File: config.mk
export PLATFORM = sky130hd
export DESIGN_NAME = palette_screen_effect
export DESIGN_NICKNAME = d
export VERILOG_FILES = /design/src/pse_pkg.sv /design/src/pse_pipe.sv /design/src/palette_screen_effect.sv
export SDC_FILE = /design/constraint.sdc
export NUM_CORES = 1
export LEC_CHECK = 0
export BUFFER_PORTS_ARGS = -buffer_cell sky130_fd_sc_hd__buf_2
export CORE_ASPECT_RATIO = 1.4
export CORE_MARGIN = 1
export CORE_UTILIZATION = 45
export DETAILED_ROUTE_END_ITERATION = 8
export GPL_ROUTABILITY_DRIVEN = 0
export PLACE_DENSITY = 0.59
export SETUP_SLACK_MARGIN = 0.15
export SLEW_MARGIN = 25
export SYNTH_ARGS = -nofsm -noshare
export SYNTH_HDL_FRONTEND = slang
export SYNTH_SLANG_ARGS = --single-unit
export TNS_END_PERCENT = 30
File: constraint.sdc
create_clock -name clk -period 4.8 [get_ports clk]
set_input_delay 1.44 -clock clk [delete_from_list [all_inputs] [get_ports clk]]
set_output_delay 1.44 -clock clk [all_outputs]
set_load 0.02 [all_outputs]
File: src/pse_pkg.sv
// Shared definitions for the palette screen effect block.
// Register indexes, field widths, configuration bundle and channel math.
// No dependencies.
package pse_pkg;

  localparam int CH_W        = 4;
  localparam int NUM_CH      = 3;
  localparam int IDX_W       = 6;
  localparam int COLOR_W     = CH_W * NUM_CH;
  localparam int TDATA_W     = 24;
  localparam int LEVEL_W     = 8;
  localparam int STRENGTH_W  = 6;
  localparam int BRIGHT_W    = 17;
  localparam int FRAC_W      = 16;
  localparam int CFG_IDX_W   = 3;
  localparam int CFG_DATA_W  = BRIGHT_W;
  localparam int MAX_ENTRIES = 64;

  localparam logic [BRIGHT_W-1:0] BRIGHT_ONE = 17'h10000;
  localparam logic [FRAC_W:0]     ROUND_HALF = 17'h08000;
  localparam logic [CH_W-1:0]     CH_MAX     = 4'd15;

  // Register indexes on the configuration port
  typedef enum logic [CFG_IDX_W-1:0] {
    REG_LUM_MASK    = 3'd0,
    REG_HEALTH_FX   = 3'd1,
    REG_SHIELD_FX   = 3'd2,
    REG_FLASH_FX    = 3'd3,
    REG_FX_ENABLE   = 3'd4,
    REG_BRIGHTNESS  = 3'd5,
    REG_BRIGHT_EN   = 3'd6
  } reg_idx_t;

  // Channel positions: red, green, blue
  localparam int CH_RED   = 0;
  localparam int CH_GREEN = 1;
  localparam int CH_BLUE  = 2;

  typedef struct packed {
    logic [NUM_CH-1:0]   lum_mask;
    logic [LEVEL_W-1:0]  health_fx;
    logic [LEVEL_W-1:0]  shield_fx;
    logic [LEVEL_W-1:0]  flash_fx;
    logic                fx_enable;
    logic [BRIGHT_W-1:0] brightness;
    logic                brightness_enable;
  } cfg_t;

  typedef logic [NUM_CH-1:0][CH_W-1:0] rgb_t;

  typedef struct packed {
    logic [IDX_W-1:0] idx;
    logic             oob;
    rgb_t             ch;
  } stage_t;

  // Scale a channel by k/64, truncated
  function automatic logic [CH_W-1:0] scale_k(input logic [CH_W-1:0] c,
                                              input logic [STRENGTH_W-1:0] k);
    logic [CH_W+STRENGTH_W-1:0] prod;
    prod = {{CH_W{1'b0}}, k} * {{STRENGTH_W{1'b0}}, c};
    return prod[CH_W+STRENGTH_W-1:STRENGTH_W];
  endfunction

  // Scale a channel by a 0.16 fraction with round to nearest
  function automatic logic [CH_W-1:0] scale_bright(input logic [CH_W-1:0] c,
                                                   input logic [FRAC_W-1:0] b);
    logic [CH_W+FRAC_W:0] prod;
    prod = {{(CH_W+1){1'b0}}, b} * {{(FRAC_W+1){1'b0}}, c};
    prod = prod + (CH_W+FRAC_W+1)'(ROUND_HALF);
    return prod[CH_W+FRAC_W-1:FRAC_W];
  endfunction

endpackage

File: src/pse_pipe.sv
// Three-stage color pipeline: luminance, tint, brightness.
// Depends on pse_pkg; configuration comes in as a pse_pkg::cfg_t bundle.
module pse_pipe #(
  parameter int MAX_ENTRIES = pse_pkg::MAX_ENTRIES
) (
  input  logic                         clk,
  input  logic                         rst,
  input  pse_pkg::cfg_t                cfg,
  input  logic                         in_valid,
  output logic                         in_ready,
  input  logic [pse_pkg::IDX_W-1:0]    in_idx,
  input  logic [pse_pkg::COLOR_W-1:0]  in_color,
  output logic                         out_valid,
  input  logic                         out_ready,
  output logic [pse_pkg::IDX_W-1:0]    out_idx,
  output logic [pse_pkg::COLOR_W-1:0]  out_color
);

  logic v1, v2, v3;
  pse_pkg::stage_t s1, s2, s3;
  pse_pkg::stage_t s1_next, s2_next, s3_next;
  logic adv1, adv2, adv3;

  // Each stage moves when it is empty or the next one moves
  assign adv3     = !v3 || out_ready;
  assign adv2     = !v2 || adv3;
  assign adv1     = !v1 || adv2;
  assign in_ready = adv1;

  // Stage one: luminance
  logic [pse_pkg::CH_W-1:0] r_in, g_in, b_in, lum;
  always_comb begin
    b_in = in_color[pse_pkg::CH_W-1:0];
    g_in = in_color[2*pse_pkg::CH_W-1:pse_pkg::CH_W];
    r_in = in_color[3*pse_pkg::CH_W-1:2*pse_pkg::CH_W];
    lum  = (r_in >> 2) + (g_in >> 1) + (b_in >> 2);
    s1_next.idx = in_idx;
    s1_next.oob = ({1'b0, in_idx} >= (pse_pkg::IDX_W+1)'(MAX_ENTRIES));
    s1_next.ch[pse_pkg::CH_RED]   = r_in;
    s1_next.ch[pse_pkg::CH_GREEN] = g_in;
    s1_next.ch[pse_pkg::CH_BLUE]  = b_in;
    if (cfg.lum_mask != '0) begin
      for (int i = 0; i < pse_pkg::NUM_CH; i++) begin
        s1_next.ch[i] = cfg.lum_mask[i] ? lum : '0;
      end
    end
  end

  // Stage two: tint, health over shield over flash
  logic                              fx_on;
  logic [pse_pkg::LEVEL_W-1:0]       level;
  logic [pse_pkg::NUM_CH-1:0]        tint_sel;
  logic [pse_pkg::STRENGTH_W-1:0]    k;
  always_comb begin
    fx_on = cfg.fx_enable &&
            ((cfg.health_fx | cfg.shield_fx | cfg.flash_fx) != '0);
    if (cfg.health_fx != '0) begin
      level    = cfg.health_fx;
      tint_sel = 3'b001;
    end else if (cfg.shield_fx != '0) begin
      level    = cfg.shield_fx;
      tint_sel = 3'b010;
    end else begin
      level    = cfg.flash_fx;
      tint_sel = 3'b100;
    end
    k = ~level[pse_pkg::STRENGTH_W-1:0];
    s2_next = s1;
    if (fx_on) begin
      for (int i = 0; i < pse_pkg::NUM_CH; i++) begin
        if (tint_sel[i]) begin
          s2_next.ch[i] = pse_pkg::CH_MAX -
                          pse_pkg::scale_k(pse_pkg::CH_MAX - s1.ch[i], k);
        end else begin
          s2_next.ch[i] = pse_pkg::scale_k(s1.ch[i], k);
        end
      end
    end
  end

  // Stage three: brightness below one, rounded; out-of-range entries zeroed
  logic bright_on;
  always_comb begin
    bright_on = cfg.brightness_enable && (cfg.brightness < pse_pkg::BRIGHT_ONE);
    s3_next = s2;
    if (bright_on) begin
      for (int i = 0; i < pse_pkg::NUM_CH; i++) begin
        s3_next.ch[i] = pse_pkg::scale_bright(s2.ch[i],
                                              cfg.brightness[pse_pkg::FRAC_W-1:0]);
      end
    end
    if (s2.oob) begin
      s3_next.ch = '0;
    end
  end

  always_ff @(posedge clk) begin
    if (rst) begin
      v1 <= 1'b0;
      v2 <= 1'b0;
      v3 <= 1'b0;
    end else begin
      if (adv1) v1 <= in_valid;
      if (adv2) v2 <= v1;
      if (adv3) v3 <= v2;
    end
  end

  always_ff @(posedge clk) begin
    if (adv1) s1 <= s1_next;
    if (adv2) s2 <= s2_next;
    if (adv3) s3 <= s3_next;
  end

  assign out_valid = v3;
  assign out_idx   = s3.idx;
  // Red in the top nibble, blue in the bottom
  assign out_color = {s3.ch[pse_pkg::CH_RED], s3.ch[pse_pkg::CH_GREEN],
                      s3.ch[pse_pkg::CH_BLUE]};

  // An empty output stage never blocks the input
  a_ready_when_drained: assert property (@(posedge clk) disable iff (rst)
    !v3 |-> in_ready)
    else $error("input stalled with an empty output stage");

  // A transfer at the input lands in stage one
  a_accept_lands: assert property (@(posedge clk) disable iff (rst)
    (in_valid && in_ready) |=> v1)
    else $error("accepted item missing from stage one");

  // A blocked middle stage keeps its item
  a_stage2_holds: assert property (@(posedge clk) disable iff (rst)
    (v2 && !adv3) |=> (v2 && $stable(s2)))
    else $error("stage two item lost under stall");

  // Out-of-range entries leave with a zero color
  a_oob_zero: assert property (@(posedge clk) disable iff (rst)
    (v2 && s2.oob && adv3) |=> (out_color == '0))
    else $error("out-of-range entry produced a color");

endmodule

File: src/palette_screen_effect.sv
// Palette screen effect: luminance, tint and brightness on 12-bit palette entries.
// Top level: configuration registers and stream ports around pse_pipe.
// Depends on pse_pkg and pse_pipe.
//
// Usage:
//   Input stream (s_*): one palette entry per transfer, entry index and
//   4:4:4 base color. Output stream (m_*): one result per entry, in order,
//   same index with the processed color.
//   Configuration: write cfg_data to register cfg_index when cfg_we is high;
//   write only while no entry is in flight.
// Stages: three register stages (luminance, tint, brightness; the last one
//   is the output). An accepted entry passes through each stage in that
//   order before m_tvalid rises for it.
// Throughput: one entry per cycle while m_tready stays high; the tint and
//   brightness multipliers each sit in their own stage.
// Reset: pipeline empties, registers return to zero except brightness,
//   which returns to one (no scaling).
// Stall: when m_tready is low the result holds; earlier stages keep filling
//   until every stage is full, then s_tready drops. Nothing is dropped.
module palette_screen_effect #(
  parameter int MAX_ENTRIES = pse_pkg::MAX_ENTRIES
) (
  input  logic                             clk,
  input  logic                             rst,
  input  logic                             cfg_we,
  input  logic [pse_pkg::CFG_IDX_W-1:0]    cfg_index,
  input  logic [pse_pkg::CFG_DATA_W-1:0]   cfg_data,
  input  logic                             s_tvalid,
  output logic                             s_tready,
  input  logic [pse_pkg::TDATA_W-1:0]      s_tdata,  // entry_index[5:0], base_color[17:6]
  output logic                             m_tvalid,
  input  logic                             m_tready,
  output logic [pse_pkg::TDATA_W-1:0]      m_tdata   // out_index[5:0], out_color[17:6]
);

  pse_pkg::cfg_t cfg;

  // Configuration registers; unknown indexes are ignored
  always_ff @(posedge clk) begin
    if (rst) begin
      cfg.lum_mask          <= '0;
      cfg.health_fx         <= '0;
      cfg.shield_fx         <= '0;
      cfg.flash_fx          <= '0;
      cfg.fx_enable         <= 1'b0;
      cfg.brightness        <= pse_pkg::BRIGHT_ONE;
      cfg.brightness_enable <= 1'b0;
    end else if (cfg_we) begin
      case (cfg_index)
        pse_pkg::REG_LUM_MASK:   cfg.lum_mask   <= cfg_data[pse_pkg::NUM_CH-1:0];
        pse_pkg::REG_HEALTH_FX:  cfg.health_fx  <= cfg_data[pse_pkg::LEVEL_W-1:0];
        pse_pkg::REG_SHIELD_FX:  cfg.shield_fx  <= cfg_data[pse_pkg::LEVEL_W-1:0];
        pse_pkg::REG_FLASH_FX:   cfg.flash_fx   <= cfg_data[pse_pkg::LEVEL_W-1:0];
        pse_pkg::REG_FX_ENABLE:  cfg.fx_enable  <= cfg_data[0];
        pse_pkg::REG_BRIGHTNESS: cfg.brightness <= cfg_data[pse_pkg::BRIGHT_W-1:0];
        pse_pkg::REG_BRIGHT_EN:  cfg.brightness_enable <= cfg_data[0];
        default: ;
      endcase
    end
  end

  logic [pse_pkg::IDX_W-1:0]   out_index;
  logic [pse_pkg::COLOR_W-1:0] out_color;

  pse_pipe #(
    .MAX_ENTRIES (MAX_ENTRIES)
  ) u_pipe (
    .clk       (clk),
    .rst       (rst),
    .cfg       (cfg),
    .in_valid  (s_tvalid),
    .in_ready  (s_tready),
    .in_idx    (s_tdata[pse_pkg::IDX_W-1:0]),
    .in_color  (s_tdata[pse_pkg::IDX_W+pse_pkg::COLOR_W-1:pse_pkg::IDX_W]),
    .out_valid (m_tvalid),
    .out_ready (m_tready),
    .out_idx   (out_index),
    .out_color (out_color)
  );

  // Pack result, zero-fill to whole bytes
  assign m_tdata = {{(pse_pkg::TDATA_W-pse_pkg::IDX_W-pse_pkg::COLOR_W){1'b0}},
                    out_color, out_index};

endmodule
# --- Word-level counts from Yosys, hierarchy flattened ---
# Index checks and enable logic that the tools add are counted.
classes:
  n_addsub: 11
  mul: 9
  n_lt_le_gt_ge: 1
  n_eq_ne: 6
  n_mux: 13
  bitwise: 3
  reduce_logical: 20
ops:
  columns: ["op", "count"]
  rows:
  - ["adder 20 x 16 -> 20 bit (second input constant)", 3]
  - ["multiplier 16 x 4 -> 20 bit", 3]
  - ["multiplier 6 x 4 -> 10 bit", 6]
  - ["2-to-1 mux 12 bit", 3]
  - ["2-to-1 mux 4 bit", 6]
  - ["nonzero test 8 bit", 3]
  - ["subtractor 4 bit (first input constant)", 6]
  - ["less-than comparator 17 bit (second input constant)", 1]
  - ["OR 8 bit", 2]
  - ["AND reduction 2 bit", 7]
  - ["2-to-1 mux 6 bit", 2]
  - ["equality test 3 bit (second input constant)", 3]
  - ["equality test 3 x 2 -> 1 bit (second input constant)", 2]
  - ["2-to-1 mux 3 bit", 2]
  - ["inverter 6 bit", 1]
  - ["adder 2 x 3 -> 4 bit", 1]
  - ["adder 4 x 2 -> 4 bit", 1]
  - ["equality test 3 x 1 -> 1 bit (second input constant)", 1]
  - ["zero test 1 bit", 3]
  - ["zero test 3 bit", 1]
  - ["logical OR 1 bit", 3]
  - ["nonzero test 3 bit", 1]
  - ["logical AND 1 bit", 2]
totals:
  ff_bits: 103

# --- Depth between registers and ports, before layout ---
logic_depth:
  ltp_word: 8
  mapped_depth: 20
  mapped_depth_nobuf: 18

# --- By module ---
# Synthesis repeated with hierarchy kept, for this count alone.
unflattened:
  cells_unflattened: 1370
  hier_area_um2: 12863.6
by_module_without_submodules:
  columns: ["module", "n_inst", "cells_per_inst", "area_each_um2", "seq_area_each_um2"]
  rows:
  - ["pse_pipe", 1, 1184, 10876.7, 1681.6]
  - ["palette_screen_effect", 1, 186, 1986.9, 920.9]

# --- Least setup slack after synthesis ---
# Ideal clock, no wire load.
synth_timing:
  path_type: "register to register"
  from: "register cfg[38] (netlist name)"
  to: "register u_pipe.s2[6] (netlist bit), data pin"
  setup_ns: 0.188
  arrival_ns: 4.262
  required_ns: 4.612
  setup_slack_ns: 0.350
  stages_incl_launch_ff: 20
  n_path_buf: 2
  path_cell_list: "dfxtp_1 -> nor4_4 -> nand2_1 -> buf_1 -> nor2_1 -> or2_2 -> clkbuf_1 -> nor2_1 -> fa_1 -> inv_1 -> fa_1 -> inv_1 -> ha_1 -> a21o_1 -> a21oi_1 -> a2bb2oi_1 -> o311ai_4 -> nor2_1 -> nor3b_1 -> o41ai_1"
synth_lines:
  columns: ["item", "line_no", "rtl"]
  rows:
  - ["end signal, assigned", "pse_pipe.sv:111", "if (adv2) s2 <= s2_next;"]
  - ["end, declared", "pse_pipe.sv:20", "pse_pkg::stage_t s1, s2, s3;"]

==> results.md <==
- Nets: 1831
- Via count: 9838
- Seq/Total Area, Yosys: 20.34%
- DR iter-0 viols: 390
- Leakage: 7.093 nW
- Hold depth: 0
- HPWL Detailed: 23590 µm
- Slew Limit Fails: 0
- Footprint of the multi-input gates: 9553 µm²
- Port Buffers: 62
- CP Data Arrival Time: 4.58 ns
- Largest net degree at the start of global routing: 50
- Synth Area in Adders: 37.59%
- Gr usage total: 21.90%
- Synth cell types: 70
- Layout area overhead: 9.671%
- Die width: 144.5 µm
- Ports: 75
- Die area: 29120 µm²
- Wire per inst: 16.10 µm
- Mapped Area: 12790 µm²
- Status: finished, final reports clean
- Clk sink count: 103
- Worst r2r path cells: 17
- Startpoint types: flip-flop
- Slew @ Worst Pin: 1.024 ns
- Antenna Cells: 0
- Synth Area in Compound Gates: 10.51%
- Crit-path max FO: 4
- Post-route setup TNS: 0 ns
- Vias in the first global route: 10330
- Overflow after GRT: 0
- Register area: 2606 µm²
- Commonest non-fill, non-tap cell in the layout: nand2_1
- Root buffer cell: clkbuf_16
- Critical register-to-register path startpoint: cfg[34]
- Total CTS buffers: 9
- Chip Height: 201.5 µm
- Mux contribution to synthesized area: 0.8703%
- RSZ-0062 raised after global routing: true
- Post-Synth XOR/XNOR Area: 1.369%
- Most frequent cells in the layout: nand2_1, and2_1, ha_1, fa_1, inv_1
- Hold Path Origin: u_pipe.s2[14]
- Total Wirelength: 29790 µm
- Initial core utilization: 46.11%
- Total of max-cap violations: 0
- FILL cells: 2703
- Peak VDD IR: 0.1551 mV
- Antenna-violating nets left: 0
- Synth warn: 0
- Cell Pwr Density: 254.0 nW/µm²
- FMAX: 223.6 MHz
- CTS Buffer Depth: 2
- DR DRC count: 0
- Worst hold-check path type: flip-flop to flip-flop
- Clock skew: 0.01844 ns
- Synth Instances: 1430
- Reg-to-reg endpoint: u_pipe.s2[2]
- Synthesized flop and latch total: 103
- Clock transition at path regs: 0.09 ns
- Final Setup Violations: 0
- WP data required: 4.91 ns
- Vias per Instance: 5.318
- Total power: 3.564 mW
- Post-synth EDFFs: 54
- H-tree Lvls: 3
- Worst Hold Path EP: u_pipe.out_idx[1]
- Final Cycle Share: 93.17%
- FP Rows: 72
- Pre-antenna DRT Iters: 4
- Worst-Skew Late Latency: 0.38 ns
- Ys async rst share: 0%
- Largest family of logic cells by synthesized area: adder cells
- Final min period: 4.472 ns
- First-pass GRT wire length: 49750 µm
- Endpoints failing hold: 0
- Avg Cell Area, Syn: 8.947 µm²
- Antenna violations before repair: 0
- Non-filler cells, final: 1850
- CP Class: flip-flop to flip-flop
- CP Capture Type: flip-flop
- Top_reg_cell synth: edfxtp_1
- Simple-gate share of the synthesized area: 23.18%
- CTS tree: built
- Slew headroom: 31.72%
- Hold_buf cts: 0
- Share of cells above drive strength 1: 11.15%
- Core area: 27750 µm²
- Placed insts: 1827
- R2R setup slack: 0.33 ns
-- final cells by class --
cell class,count,share of cell area [%]
tap,370,3.299
inverter,124,3.317
clock buffer,9,1.605
multi-input combinational,1133,68.08
sequential,103,18.57
clock inverter,7,0.6866
timing repair buffer,104,4.440
-- logic make-up (layout without fill, tap and decap cells) --
kind of cell	Yosys count	count (layout)
AND/OR/NAND/NOR	590	590
adder cells (fa/ha/maj)	307	307
other	1	6
XOR/XNOR	20	20
AO/OA/AOI/OAI	199	199
flip-flops	103	103
buffers and inverters	199	244
multiplexers	11	11
-- timing repair --
action / 4_1_cts / 5_1_grt
pin swaps: 1 / 15
resized for setup: 4 / 26
hold endpoints to repair: 0 / 0
setup buffers: 1 / 6
endpoints found under the setup margin: 4 / 9
-- report_power, final --
group | total [mW] | internal (mW) | leakage [nW] | switching [mW]
logic | 1.66 | 0.741 | 5.96 | 0.923
clock network | 0.823 | 0.388 | 0.156 | 0.434
registers | 1.08 | 0.981 | 0.975 | 0.0964
-- critical path: stages (launching register included) --
cell     delay (ns)
dfxtp_2        0.35
nor4_4         0.32
and2_4         0.21
a21oi_1        0.09
nor2_2         0.24
nor2_4         0.09
and2_1         0.18
fa_1           0.49
inv_1          0.06
fa_1           0.53
inv_1          0.05
ha_1           0.29
a21oi_1        0.17
o21ai_0        0.13
a311o_1        0.35
or3_1          0.33
a31oi_2        0.23
o31ai_2        0.10
-- sequential cells by signal, summed over array words and instances, names as in the netlist --
register / count
cfg: 46
u_pipe.out_color: 12
u_pipe.out_idx: 6
u_pipe.v2: 1
u_pipe.s2: 18
u_pipe.s1: 18
u_pipe.out_valid: 1
u_pipe.v1: 1
-- cell usage after synthesis (6+ instances only) --
library cell | count | area share (%)
nand2_1 | 196 | 5.8
and2_1 | 185 | 9.0
ha_1 | 178 | 17
fa_1 | 129 | 20
inv_1 | 124 | 3.6
nor2_1 | 95 | 2.8
a21oi_1 | 69 | 2.7
clkbuf_1 | 62 | 1.8
edfxtp_1 | 54 | 13
dfxtp_1 | 49 | 7.7
o21ai_0 | 32 | 1.3
nand3_1 | 25 | 0.98
a21o_1 | 23 | 1.3
nor3_1 | 18 | 0.70
or3_1 | 13 | 0.64
nand2b_1 | 12 | 0.59
xor2_1 | 12 | 0.82
a31oi_1 | 11 | 0.54
and3_1 | 11 | 0.54
mux2i_1 | 10 | 0.78
xnor2_1 | 8 | 0.55
nand4_1 | 7 | 0.34
a22o_1 | 6 | 0.41
buf_4 | 6 | 0.35
nor4_1 | 6 | 0.29
-- stage by stage --
step	instance area, µm²	setup slack [ns]	util [%]	hold slack, ns
5_1_grt	14030	0.1416	50.57	0.4258
2_1_floorplan	12810	0.3498	-	0.4003
6_report	14030	0.3276	50.57	0.4170
3_5_place_dp	13540	0.06158	48.79	0.4045
4_1_cts	13880	0.1615	50.01	0.4175
3_3_place_gp	13530	0.1112	48.77	0.4025
-- worst max path at each step --
stage / from / cells past startpoint / slack, ns / to
3_5_place_dp: cfg[34] / 18 / 0.06 / u_pipe.s2[2]
5_1_grt: cfg[34] / 18 / 0.14 / u_pipe.s2[9]
4_1_cts: cfg[34] / 18 / 0.16 / u_pipe.s2[2]
3_3_place_gp: cfg[34] / 18 / 0.11 / u_pipe.s2[2]
6_report: cfg[34] / 17 / 0.33 / u_pipe.s2[2]
2_1_floorplan: cfg[38] / 19 / 0.35 / u_pipe.s2[6]
-- per-layer routing --
metal | part of all wire (%) | track usage [%] | wire [µm]
met1 | 40 | 23.67 | 11990
met2 | 55 | 42.24 | 16310
met3 | 2.1 | 2.832 | 629
met4 | 2.8 | 7.857 | 848
met5 | 0 | 0 | 0
Note: power is estimated with default switching activity, not from simulation.
